$ cat src/rtl/core/assert_macros.svh
// assertion macros shared by the rtl
`ifndef ASSERT_MACROS_SVH
`define ASSERT_MACROS_SVH
// check on the rising edge of clk, off while rst is high
`define OBN_ASSERT(label, prop, msg) \
  label: assert property (@(posedge clk) disable iff (rst) prop) else $error(msg);
// check on the rising edge of clk, also active while rst is high
`define OBN_ASSERT_ALWAYS(label, prop, msg) \
  label: assert property (@(posedge clk) prop) else $error(msg);
`endif

$ cat src/rtl/core/obn_pkg.sv
// types and constants of the orthonormal basis pipeline
package obn_pkg;

  localparam int COORD_W   = 32;
  localparam int UNIT_W    = 32;
  localparam int FRAC_BITS = 30;
  localparam int MAG_W     = 32;
  localparam int SHIFT_W   = 5;
  localparam int SQ_W      = 64;
  localparam int ROOT_W    = 32;
  localparam int REM_W     = ROOT_W + 4;
  localparam int CUR_W     = MAG_W + 1;
  localparam int Q_W       = FRAC_BITS + 2;
  localparam int N_LANES   = 5;

  // divider lanes
  localparam int LANE_NX = 0;
  localparam int LANE_NY = 1;
  localparam int LANE_NZ = 2;
  localparam int LANE_MX = 3;
  localparam int LANE_MY = 4;

  localparam logic [UNIT_W-1:0] UNIT_ONE   = UNIT_W'(1) << FRAC_BITS;
  localparam logic [SQ_W-1:0]   ROUND_HALF = SQ_W'(1) << (FRAC_BITS - 1);

  typedef struct packed {
    logic signed [COORD_W-1:0] vec_x;
    logic signed [COORD_W-1:0] vec_y;
    logic signed [COORD_W-1:0] vec_z;
  } vec_t;

  typedef struct packed {
    logic signed [UNIT_W-1:0] unit_n_x;
    logic signed [UNIT_W-1:0] unit_n_y;
    logic signed [UNIT_W-1:0] unit_n_z;
    logic signed [UNIT_W-1:0] axis_m_x;
    logic signed [UNIT_W-1:0] axis_m_y;
    logic signed [UNIT_W-1:0] axis_m_z;
    logic signed [UNIT_W-1:0] axis_p_x;
    logic signed [UNIT_W-1:0] axis_p_y;
    logic signed [UNIT_W-1:0] axis_p_z;
    logic                     zero_vector_flag;
  } basis_t;

  // control bits that travel with each item
  typedef struct packed {
    logic valid;
    logic zero;
    logic neg_x;
    logic neg_y;
    logic neg_z;
    logic xy_zero;
  } tag_t;

  // one square root step, lane 0 for n and lane 1 for m
  typedef struct packed {
    tag_t                         tag;
    logic [2:0][MAG_W-1:0]        mag;
    logic [1:0][MAG_W-1:0]        mxy;
    logic [1:0][SQ_W-1:0]         rad;
    logic [1:0][REM_W-1:0]        rem;
    logic [1:0][ROOT_W-1:0]       root;
  } sqrt_stage_t;

  // one quotient bit step for all five lanes
  typedef struct packed {
    tag_t                         tag;
    logic [ROOT_W-1:0]            r_n;
    logic [ROOT_W-1:0]            r_m;
    logic [N_LANES-1:0][CUR_W-1:0] cur;
    logic [N_LANES-1:0][Q_W-1:0]   q;
  } div_stage_t;

endpackage

$ cat src/rtl/core/obn_div_cell.sv
// one restoring divider cell: one quotient bit for each of the five lanes
module obn_div_cell (
  input  logic                clk,
  input  logic                rst,
  input  logic                en,
  input  obn_pkg::div_stage_t src,
  output obn_pkg::div_stage_t dst
);

  obn_pkg::div_stage_t                          nxt;
  logic [obn_pkg::N_LANES-1:0][obn_pkg::CUR_W-1:0] divisor;
  logic [obn_pkg::N_LANES-1:0][obn_pkg::CUR_W-1:0] rem;
  logic [obn_pkg::N_LANES-1:0]                     ge;

  always_comb begin
    nxt = src;
    for (int i = 0; i < obn_pkg::N_LANES; i++) begin
      // n lanes divide by the full length, m lanes by the xy length
      divisor[i] = (i < obn_pkg::LANE_MX) ? {1'b0, src.r_n} : {1'b0, src.r_m};
      ge[i]      = src.cur[i] >= divisor[i];
      rem[i]     = ge[i] ? (src.cur[i] - divisor[i]) : src.cur[i];
      nxt.cur[i] = {rem[i][obn_pkg::CUR_W-2:0], 1'b0};
      nxt.q[i]   = {src.q[i][obn_pkg::Q_W-2:0], ge[i]};
    end
  end

  always_ff @(posedge clk) begin
    if (rst) begin
      dst.tag.valid <= 1'b0;
    end else if (en) begin
      dst <= nxt;
    end
  end

endmodule

$ cat config.mk
export PLATFORM = sky130hd
export DESIGN_NAME = obn_div_cell
export DESIGN_NICKNAME = d
export VERILOG_FILES = /design/src/rtl/core/assert_macros.svh /design/src/rtl/core/obn_pkg.sv /design/src/rtl/core/obn_div_cell.sv
export SDC_FILE = /design/constraint.sdc
export NUM_CORES = 1
export LEC_CHECK = 0
export BUFFER_PORTS_ARGS = -buffer_cell sky130_fd_sc_hd__buf_2
export CORE_AREA = 2 2 312 314
export CTS_BUF_LIST = sky130_fd_sc_hd__clkbuf_4 sky130_fd_sc_hd__clkbuf_8
export DETAILED_ROUTE_END_ITERATION = 8
export DIE_AREA = 0 0 314 316
export GPL_TIMING_DRIVEN = 0
export SKIP_CTS_REPAIR_TIMING = 1
export SYNTH_ARGS = -nofsm -noshare
export SYNTH_HDL_FRONTEND = slang
export SYNTH_SLANG_ARGS = --single-unit
$ cat constraint.sdc
create_clock -name clk -period 29.1 [get_ports clk]
set_input_delay 2.91 -clock clk [delete_from_list [all_inputs] [get_ports clk]]
set_output_delay 2.91 -clock clk [all_outputs]
set_load 0.005 [all_outputs]
### Word-level counts from Yosys, hierarchy flattened

Cells that the tools add are included.
Widths: inputs -> output; s select.

* shift-type cells: 0
* bitwise logic cells: 1
* reduce and logical (&&, ||, !) cells: 1
* div/mod/pow operators: 0
* multiply operators: 0
* mux-type cells: 5
* magnitude comparators: 5
* add/subtract/negate cells: 5
* equality and inequality tests: 0

Operators with widths (count)
* $ge 33x32->1: 5
* $mux 32: 5
* $sub 32x32->32: 5
* $reduce_and 2->1: 1
* $not 1->1: 1

* bits of input ports: 398
* output and inout port bits: 395
* bits in writable memories: 0
* latch bits: 0
* register bits: 390
* memories: 0
* memory bits (read-only): 0

### Logic depth before layout (Yosys ltp)

* word-level depth: 2
* depth in mapped cells: 15
* gate-level depth less buffers: 13

### Least setup slack after synthesis

No wires, ideal clock.

* path type: input -> register
* start: input port rst
* end: register dst[0] (netlist name) (enable)
* required time: 27.898 ns
* setup time: 1.202 ns
* data arrival time: 20.087 ns
* cell stages on the path: 1
* slack: 7.811 ns
* cells stage by stage: nor2b_1

* word-level cells in the longest chain between the ends: 2

RTL lines
* start, declared: line obn_div_cell.sv:4 `input logic rst,`
* $not 1->1 (no source line)
* $reduce_and 2->1 (no source line)
* end signal, assigned: line obn_div_cell.sv:31 `dst <= nxt;`
* end, declared: line obn_div_cell.sv:7 `output obn_pkg::div_stage_t dst`

No other way between the ends.
A chain may end at the register's enable or synchronous reset.

==> impl_metrics.ini <==
[logic_synthesis]
yosys_warnings = 0
ys_top_cells_by_count = edfxtp_1, nand2_1, o21ai_0, ha_1, a21oi_1
yosysTopAreaCell = edfxtp_1
synth.cell_area_mm2 = 0.0220
synthAdderAreaFrac_pct = 9.55
yosys_most_used_dff = edfxtp_1
synth_edf_count = 389
syn_avg_cell_area_um2 = 11.6
async_flop_share_pct = 0
synth_compound_area_share_pct = 15.8
syn_inst = 1903
synth-seq-cells = 390
yosys-top-cells-area = edfxtp_1, ha_1, o21ai_0
yosysSeqAreaShare_pct = 53.2
synth-simple-area-share_pct = 9.08
synthMuxAreaShare_pct = 4.12
synth_cell_type_count = 75
yosysMostFrequentCell = edfxtp_1
synth_xor_area_share_pct = 5.17
synth_top_family_by_area = compound AO/OA/AOI/OAI gates
synth_top_cell_area_share_pct = 53.1

[power]
powerDensity_mw_per_mm2 = 58.3
leakagePower_uw = 0.0126
fin_total_pwr_uw = 1720
ir_worst_vdd_uv = 43.1

[grt]
grt_pass1_wl_um = 129000
track_usage_pct = 18.3
grt_start_max_net_pins = 36
grt_antenna_before_repair = 71
grt_pass1_vias = 18900
overflow = 0

[detailed_routing]
drt-initial-drc-count = 1028
routed_wl_um = 94600
dr.pass1.iters = 6
antenna_left = 0
vias = 18900
wl_per_cell_um = 22.9
drc = 0
viasPerCell = 4.57

[clocking]
clockRootBuffer = clkbuf_8
clk_pin_slew_ns = 0.06
numCtsBuffers = 79
cts_tree = built
cts_sinks = 390
clk_latency_ns = 0.72
clockBufferDepth = 3
h-tree-depth = 3

[place]
gp_congestion = 0.958
dp_hpwl_um = 79500
pre_cts_slack_ns = 21.49
numPortBuffers = 782

[worst_setup_path]
start_kind = primary input
required_ns = 29.50
critPathMaxFanout = 10
setup.worst_path.end_class = flip-flop
cp.arrival_ns = 7.13
critical_path_class = in2reg

[floorplan]
die-width_um = 314
core_mm2 = 0.0960
rows = 114
io_pins = 793
die_y_um = 316
dieArea_mm2 = 0.0992
initial_core_util_pct = 22.9

[timing]
max_slew.worst_pin.slew_ns = 1.01
finalWorstSetupSlack_ns = 22.37
period_share_pct = 23.1
slew_headroom_pct = 32.1
layout_min_cycle_time_ns = 6.73
tns_ns = 0
setup_violations = 0
hold_violations = 0
rsz0062_at_grt = no
slew_viol_final = 0
fin_skew_ns = 0
max_freq_mhz = 149

[finish]
top_regs = dst (390)
largest_register_ffs = 390
drive_gt1_share_pct = 36.3
fillers = 10000
syn_to_final_growth_pct = 34.2
seqCellArea_mm2 = 0.0117
regMostFlops = dst
multiInputGateArea_mm2 = 0.00964
final_nets = 3346

[status]
outcome = finished clean

[hold_path]
hold_path_class = reg2reg

[flow_run]
maxCapViolations = 0
layout make-up:
type	instances	share of cell area (%)
Buffer	54	0.961
Tap cell	1276	5.40
Antenna cell	14	0.119
Sequential cell	390	39.6
Clock buffer	93	4.06
Inverter	107	1.36
Timing Repair Buffer	795	14.1
Multi-Input combinational cell	1356	32.6
Clock inverter	52	1.72
worst paths after layout:
check             cells past startpoint  slack (ns)                     to                  start
setup / recovery                     13       22.37     dst[223]$_DFFE_PP_               src[363]
hold / removal                        2        0.50  dst[394]$_SDFFE_PP0P_  dst[394]$_SDFFE_PP0P_
setup reg to reg                      2       28.51  dst[394]$_SDFFE_PP0P_  dst[394]$_SDFFE_PP0P_
hold reg to reg                       2        0.50  dst[394]$_SDFFE_PP0P_  dst[394]$_SDFFE_PP0P_
cell families (layout without fill, tap and decap cells):
logic type / Yosys count / in the layout
AOI/OAI and AO/OA: 552 / 552
xor gates and xnor gates: 130 / 130
adders and majority gates: 165 / 165
buffers and inverters: 161 / 1101
DFF: 390 / 390
muxes: 73 / 73
other: 1 / 19
and+or+nand+nor: 431 / 431
power by group:
part           total, uW  switching, uW  internal (uW)
clock                634            284            350
combinational        395            229            166
sequential           695           12.6            682
total               1720            526           1200
layout by cell type, fill, tap and decap left out, types with 11 or more instances in the layout:
master / n
inv_1: 107
edfxtp_1: 389
a31oi_1: 20
mux2_2: 40
a211oi_1: 13
buf_12: 16
xor2_1: 51
ha_1: 160
clkbuf_4: 13
o31ai_1: 14
a21o_1: 61
nor2_1: 80
nand2b_1: 22
o21a_1: 24
nand4_1: 22
o21bai_1: 17
clkbuf_1: 35
nor3_1: 18
mux2_4: 25
nand3_1: 40
buf_2: 793
and3_1: 13
nor2b_1: 17
diode_2: 14
o21ai_0: 164
nand2_1: 179
a21oi_1: 149
clkbuf_8: 80
clkinv_2: 11
clkinv_1: 19
xnor2_1: 79
per-stage QoR:
stage / hold slack (ns) / instance area (um^2) / utilization (%) / instances
2_1_floorplan: 0.485 / 22000 / - / 1907
3_3_place_gp: 0.472 / 27500 / 28.7 / 3965
3_5_place_dp: 0.487 / 27800 / 29.0 / 3978
4_1_cts: 0.501 / 29500 / 30.7 / 4123
5_1_grt: 0.547 / 29500 / 30.8 / 4130
6_report: 0.501 / 29500 / 30.8 / 4137
critical path, stage by stage:
cell,delay (ns)
buf_2,0.11
inv_1,0.21
ha_1,0.36
a21oi_1,0.16
o21ai_0,0.23
or3b_2,0.52
o211ai_1,0.30
o22ai_1,0.20
a21oi_1,0.16
o211ai_1,0.12
a211oi_2,0.83
clkbuf_1,0.62
o21ai_0,0.36
routing by layer:
layer	track usage, %	up-vias	share of wire (%)
met4	7.38	42	3.5
li1	-	8950	-
met5	0	-	0.29
met1	17.9	8787	34
met2	33.7	877	51
met3	7.88	236	11
Note: power is estimated with default switching activity, not from simulation.
