--- src/rtl/core/assert_macros.svh ---
// assertion macros shared by the rtl
`ifndef ASSERT_MACROS_SVH
`define ASSERT_MACROS_SVH
// check on the rising edge of clk, off while rst is high
`define OBN_ASSERT(label, prop, msg) \
  label: assert property (@(posedge clk) disable iff (rst) prop) else $error(msg);
// check on the rising edge of clk, also active while rst is high
`define OBN_ASSERT_ALWAYS(label, prop, msg) \
  label: assert property (@(posedge clk) prop) else $error(msg);
`endif

--- src/rtl/core/obn_pkg.sv ---
// types and constants of the orthonormal basis pipeline
package obn_pkg;

  localparam int COORD_W   = 32;
  localparam int UNIT_W    = 32;
  localparam int FRAC_BITS = 30;
  localparam int MAG_W     = 32;
  localparam int SHIFT_W   = 5;
  localparam int SQ_W      = 64;
  localparam int ROOT_W    = 32;
  localparam int REM_W     = ROOT_W + 4;
  localparam int CUR_W     = MAG_W + 1;
  localparam int Q_W       = FRAC_BITS + 2;
  localparam int N_LANES   = 5;

  // divider lanes
  localparam int LANE_NX = 0;
  localparam int LANE_NY = 1;
  localparam int LANE_NZ = 2;
  localparam int LANE_MX = 3;
  localparam int LANE_MY = 4;

  localparam logic [UNIT_W-1:0] UNIT_ONE   = UNIT_W'(1) << FRAC_BITS;
  localparam logic [SQ_W-1:0]   ROUND_HALF = SQ_W'(1) << (FRAC_BITS - 1);

  typedef struct packed {
    logic signed [COORD_W-1:0] vec_x;
    logic signed [COORD_W-1:0] vec_y;
    logic signed [COORD_W-1:0] vec_z;
  } vec_t;

  typedef struct packed {
    logic signed [UNIT_W-1:0] unit_n_x;
    logic signed [UNIT_W-1:0] unit_n_y;
    logic signed [UNIT_W-1:0] unit_n_z;
    logic signed [UNIT_W-1:0] axis_m_x;
    logic signed [UNIT_W-1:0] axis_m_y;
    logic signed [UNIT_W-1:0] axis_m_z;
    logic signed [UNIT_W-1:0] axis_p_x;
    logic signed [UNIT_W-1:0] axis_p_y;
    logic signed [UNIT_W-1:0] axis_p_z;
    logic                     zero_vector_flag;
  } basis_t;

  // control bits that travel with each item
  typedef struct packed {
    logic valid;
    logic zero;
    logic neg_x;
    logic neg_y;
    logic neg_z;
    logic xy_zero;
  } tag_t;

  // one square root step, lane 0 for n and lane 1 for m
  typedef struct packed {
    tag_t                         tag;
    logic [2:0][MAG_W-1:0]        mag;
    logic [1:0][MAG_W-1:0]        mxy;
    logic [1:0][SQ_W-1:0]         rad;
    logic [1:0][REM_W-1:0]        rem;
    logic [1:0][ROOT_W-1:0]       root;
  } sqrt_stage_t;

  // one quotient bit step for all five lanes
  typedef struct packed {
    tag_t                         tag;
    logic [ROOT_W-1:0]            r_n;
    logic [ROOT_W-1:0]            r_m;
    logic [N_LANES-1:0][CUR_W-1:0] cur;
    logic [N_LANES-1:0][Q_W-1:0]   q;
  } div_stage_t;

endpackage

--- src/rtl/core/obn_sqrt_cell.sv ---
// one restoring square root cell: one root bit for both radicands
module obn_sqrt_cell (
  input  logic                 clk,
  input  logic                 rst,
  input  logic                 en,
  input  obn_pkg::sqrt_stage_t src,
  output obn_pkg::sqrt_stage_t dst
);

  obn_pkg::sqrt_stage_t                   nxt;
  logic [1:0][obn_pkg::REM_W-1:0]         shifted;
  logic [1:0][obn_pkg::REM_W-1:0]         trial;
  logic [1:0]                             ge;

  always_comb begin
    nxt = src;
    for (int i = 0; i < 2; i++) begin
      shifted[i] = {src.rem[i][obn_pkg::REM_W-3:0], src.rad[i][obn_pkg::SQ_W-1 -: 2]};
      trial[i]   = {{(obn_pkg::REM_W - obn_pkg::ROOT_W - 2){1'b0}}, src.root[i], 2'b01};
      ge[i]      = shifted[i] >= trial[i];
      nxt.rem[i] = ge[i] ? (shifted[i] - trial[i]) : shifted[i];
      nxt.root[i] = {src.root[i][obn_pkg::ROOT_W-2:0], ge[i]};
      nxt.rad[i]  = {src.rad[i][obn_pkg::SQ_W-3:0], 2'b00};
    end
  end

  always_ff @(posedge clk) begin
    if (rst) begin
      dst.tag.valid <= 1'b0;
    end else if (en) begin
      dst <= nxt;
    end
  end

endmodule

--- config.mk ---
export PLATFORM = sky130hd
export DESIGN_NAME = obn_sqrt_cell
export DESIGN_NICKNAME = d
export VERILOG_FILES = /design/src/rtl/core/assert_macros.svh /design/src/rtl/core/obn_pkg.sv /design/src/rtl/core/obn_sqrt_cell.sv
export SDC_FILE = /design/constraint.sdc
export NUM_CORES = 1
export LEC_CHECK = 0
export ABC_CLOCK_PERIOD_IN_PS = 29900
export BUFFER_PORTS_ARGS = -buffer_cell sky130_fd_sc_hd__buf_2
export CORE_AREA = 3 3 331 333
export DETAILED_ROUTE_END_ITERATION = 10
export DIE_AREA = 0 0 334 336
export PLACE_DENSITY = 0.34
export REMOVE_ABC_BUFFERS = 1
export SYNTH_ARGS = -nofsm -noshare
export SYNTH_HDL_FRONTEND = slang
export SYNTH_SLANG_ARGS = --single-unit
export TNS_END_PERCENT = 5
--- constraint.sdc ---
create_clock -name clk -period 29.9 [get_ports clk]
set_clock_uncertainty 0.1 [all_clocks]
set_input_delay 1.495 -clock clk [delete_from_list [all_inputs] [get_ports clk]]
set_output_delay 1.495 -clock clk [all_outputs]
set_load 0.05 [all_outputs]
; Word level (Yosys, flattened, before mapping)
; Cells that the tools add are included.
; W data, S select, Z words.
[word_totals]
output_inout_bits = 430
register_bits = 426
wordCells = 25
[classes]
order_cmp = 2
n_reduce_logical = 1
addsub = 2
bitwise_logic = 1
mux = 2
[op_table]
columns = operator, n
row1 = $ge A36 B34 Y1, 2
row2 = $mux W36, 2
row3 = $sub A36 B34 Y36, 2
row4 = $reduce_and A2 Y1, 1
row5 = $not A1 Y1, 1

; Longest topological paths before layout
[depth]
depth_word = 2
ltp_mapped = 14
ltp_nobuf = 12

; Worst setup path after synthesis
; No wires, ideal clock.
[synth_timing]
path_kind = in2reg
start = input rst
end = register dst[0] (netlist bit) (enable)
stages = 1
n_path_buf = 0
required_ns = 28.520
setup_slack_ns = 8.262
setup_time_ns = 1.280
t_arrival_ns = 20.258
cell_sequence = nor2b_1
[synth_via]
elab_chain_len = 2
[synth_rtl]
columns = item, line_no
row1 = start: declaration, obn_sqrt_cell.sv:4  ; input logic rst,
row2 = $not A1 Y1 (no line), --
row3 = $reduce_and A2 Y1 (no line), --
row4 = end signal: assignment, obn_sqrt_cell.sv:31  ; dst <= nxt;
row5 = end: declaration, obn_sqrt_cell.sv:7  ; output obn_pkg::sqrt_stage_t dst
; Every way passes these cells.
; A chain may end at the register's enable or synchronous reset.

; Worst setup path after layout
[layout_timing]
start = input en
end = register dst[378] (netlist bit) (enable)
[layout_via]
elab_chain_len = 1
[layout_rtl]
columns = item, line_no
row1 = start: declaration, obn_sqrt_cell.sv:5  ; input logic en,
row2 = $reduce_and A2 Y1 (no line), --
; Every way passes these cells.

==> key figures <==
Run status
  – Status: complete, no violations

Synth
  – Gate Count Post-Synth: 1,187
  – Compound-Gate Fraction of Synth Area: 9.17%
  – Number of distinct library cells after synthesis: 67
  – Top post-synthesis cells by count: 425 x edfxtp_1, 103 x nand2_1, 93 x o21ai_0
  – Synth Area in XOR/XNOR: 3.10%
  – Most common cell in the synthesized netlist: edfxtp_1
  – Synthesized area: 17,500 µm²
  – Synth Warn #: 0
  – Seq/Total Area, Yosys: 72.9%
  – Post-synth top area cell: edfxtp_1
  – Mux cell area share after synthesis: 0.300%
  – Syn_area_per_cell: 14.8 µm²
  – Top-area cell type share of the netlist area: 72.8%
  – Synth Flop Type: edfxtp_1
  – Post-Synth Adder-Cell Area: 4.86%
  – Ranking of synthesized cells by area: edfxtp_1 73%, ha_1 4.9%, o21ai_0 2.7%
  – EDFF count, synth: 425
  – Async SR Flop Fraction: 0%
  – Simple-gate share of the synthesized area: 6.77%
  – Largest family of logic cells by synthesized area: compound AO/OA/AOI/OAI gates
  – Synthesis-stage register bit count: 426

Route
  – Drt first-iter violations: 641
  – Post-route ant nets: 0
  – Vias per inst: 3.79
  – DRC Markers: 0
  – Drt pass-1 iters: 5
  – Via count: 13,400
  – Drt wl/cell: 20.7 µm
  – Post-Route WL: 72,900 µm

Worst setup path
  – Setup slack, reg-to-reg: 29.22 ns
  – WP data required: 30.04 ns
  – R2R depth: 2
  – Arrival time worst endpoint: 5.41 ns
  – Beginning of the critical path: en
  – Worst setup path end: dst[378]
  – Critical-path maximum fanout: 76
  – Crit Path Category: input pin to flop
  – Setup crit start kind: input pin
  – Reg2reg start: dst[429]
  – CP endpoint kind: flop
  – RR Endpoint: dst[429]

Finish
  – Layout cell share with drive strength beyond 1: 45.1%
  – Post-Layout Cell Count: 3,529
  – Max reg flops: 426
  – Largest register by flop count: dst
  – Final net count: 2,575
  – Largest registers: dst (426)
  – Layout area overhead: 43.6%

Floorplanning
  – Die area: 112,000 µm²
  – Die span in y: 336 µm
  – Std cell rows: 120
  – Starting Density: 16.4%
  – Core ar.: 107,000 µm²
  – Die outline width: 334 µm
  – Ports: 863

GRT
  – Number of global-route vias before repair: 14,000
  – First-pass GRT wire length: 100,000 µm
  – Grt total ovfl: 0
  – Total global-route track usage: 12.2%
  – Antenna violations before repair: 34
  – Pin count of the biggest net entering global routing: 77

Pwr
  – Power density over the cells: 68.0 nW/µm²
  – Leak: 10.5 nW
  – Peak supply drop: 0.0000406 V

STA
  – Slew margin rel.: 32.7%
  – Endpoints failing hold: 0
  – Fin crit share: 17.6%
  – Final setup vio count: 0
  – Pins Over Slew Limit: 0
  – FMAX: 0.190 GHz
  – Setup TNS: 0 ns
  – Minimum clock period: 5.27 ns
  – RSZ-0062 raised after global routing: no
  – Slew @ Worst Pin: 1.01 ns

CTS
  – Hold buffers post-CTS: 0
  – Longest Clk Path Bufs: 3
  – Clock slew at reported path FFs: 0.05 ns
  – Worst-Skew Late Latency: 0.61 ns
  – Setup repair bufs after CTS: 0
  – H-tree depth: 2
  – Clock buffer count from CTS: 53
  – Clk sink count: 426
  – CTS tree: built
  – CTS resizes: 0
  – CTS root buf: clkbuf_16

Placed design
  – Dpl hpwl: 59,800 µm
  – Number of buffers added on ports: 854
  – DP Cell Count: 3,422
  – GP Congestion: 0.805

Worst hold path
  – Hold WC Path Type: flop to flop

Flow run
  – Maxcap violations: 0
## worst min path at each step
| stage | start | endpoint | slack, ns | depth (start not counted) |
|---|---|---|---|---|
| 6_report | dst[429] | dst[429] | 0.40 | 2 |
| 5_1_grt | dst[429] | dst[429] | 0.44 | 2 |
| 4_1_cts | dst[429] | dst[429] | 0.41 | 2 |
| 3_5_place_dp | dst[429] | dst[429] | 0.40 | 2 |
| 3_3_place_gp | dst[429] | dst[429] | 0.38 | 2 |
| 2_1_floorplan | dst[429] | dst[429] | 0.63 | 2 |
## power by group
part / internal (mW) / switching (mW) / total [mW]
Clock: 0.359 / 0.264 / 0.622
Sequential: 0.713 / 0.0113 / 0.724
Combinational: 0.0915 / 0.273 / 0.364
## cells by family after synthesis
family / after synthesis
compound gates: 258
mux: 5
fa+ha+maj: 68
flops: 426
xor+xnor: 62
other cells: 1
buf+inv: 122
simple gates: 245
## metal layers
metal | wire length (µm) | GRT usage, %
met1 | 27300 | 13.6
met2 | 37500 | 22.2
met3 | 6130 | 4.17
met4 | 1750 | 3.35
met5 | 197 | 0
## worst max-delay path: stages
cell and delay [ns]:
buf_2 0.10, nor2b_4 0.72, buf_4 0.49, buf_4 0.72
buf_4 0.85, buf_4 0.78
## placed cells by master, fill, tap and decap left out, drive strengths merged, types with 23 or more instances in the layout
cell	count
buf	863
edfxtp	425
nand2	103
o21ai	96
inv	91
ha	68
clkbuf	67
a21oi	60
nor2	35
xnor2	33
xor2	29
a21o	27
clkinv	24
nand3	23
## cell type report
| type | instances | area (µm²) |
|---|---|---|
| repair buffers | 863 | 4340 |
| clock inverters | 31 | 269 |
| multi-input cells | 642 | 4260 |
| flip-flops and latches | 426 | 12800 |
| clock buffers | 67 | 1400 |
| well taps | 1403 | 1760 |
| fillers | 11500 | 81700 |
| diodes | 9 | 22.5 |
| inverters | 88 | 330 |
## metrics by stage
stage | hold WS [ns] | setup WS, ns | area (µm²) | power [mW] | utilization, %
floorplan | 0.633 | 8.26 | 17400 | 1.00 | -
global placement | 0.384 | 23.94 | 23500 | 1.11 | 22.0
detailed placement | 0.396 | 23.87 | 23500 | 1.11 | 22.0
CTS | 0.411 | 24.58 | 25100 | 1.75 | 23.5
global route | 0.438 | 24.30 | 25100 | 1.79 | 23.5
finish | 0.397 | 24.63 | 25200 | 1.71 | 23.5
(Power assumes the default switching activity.)
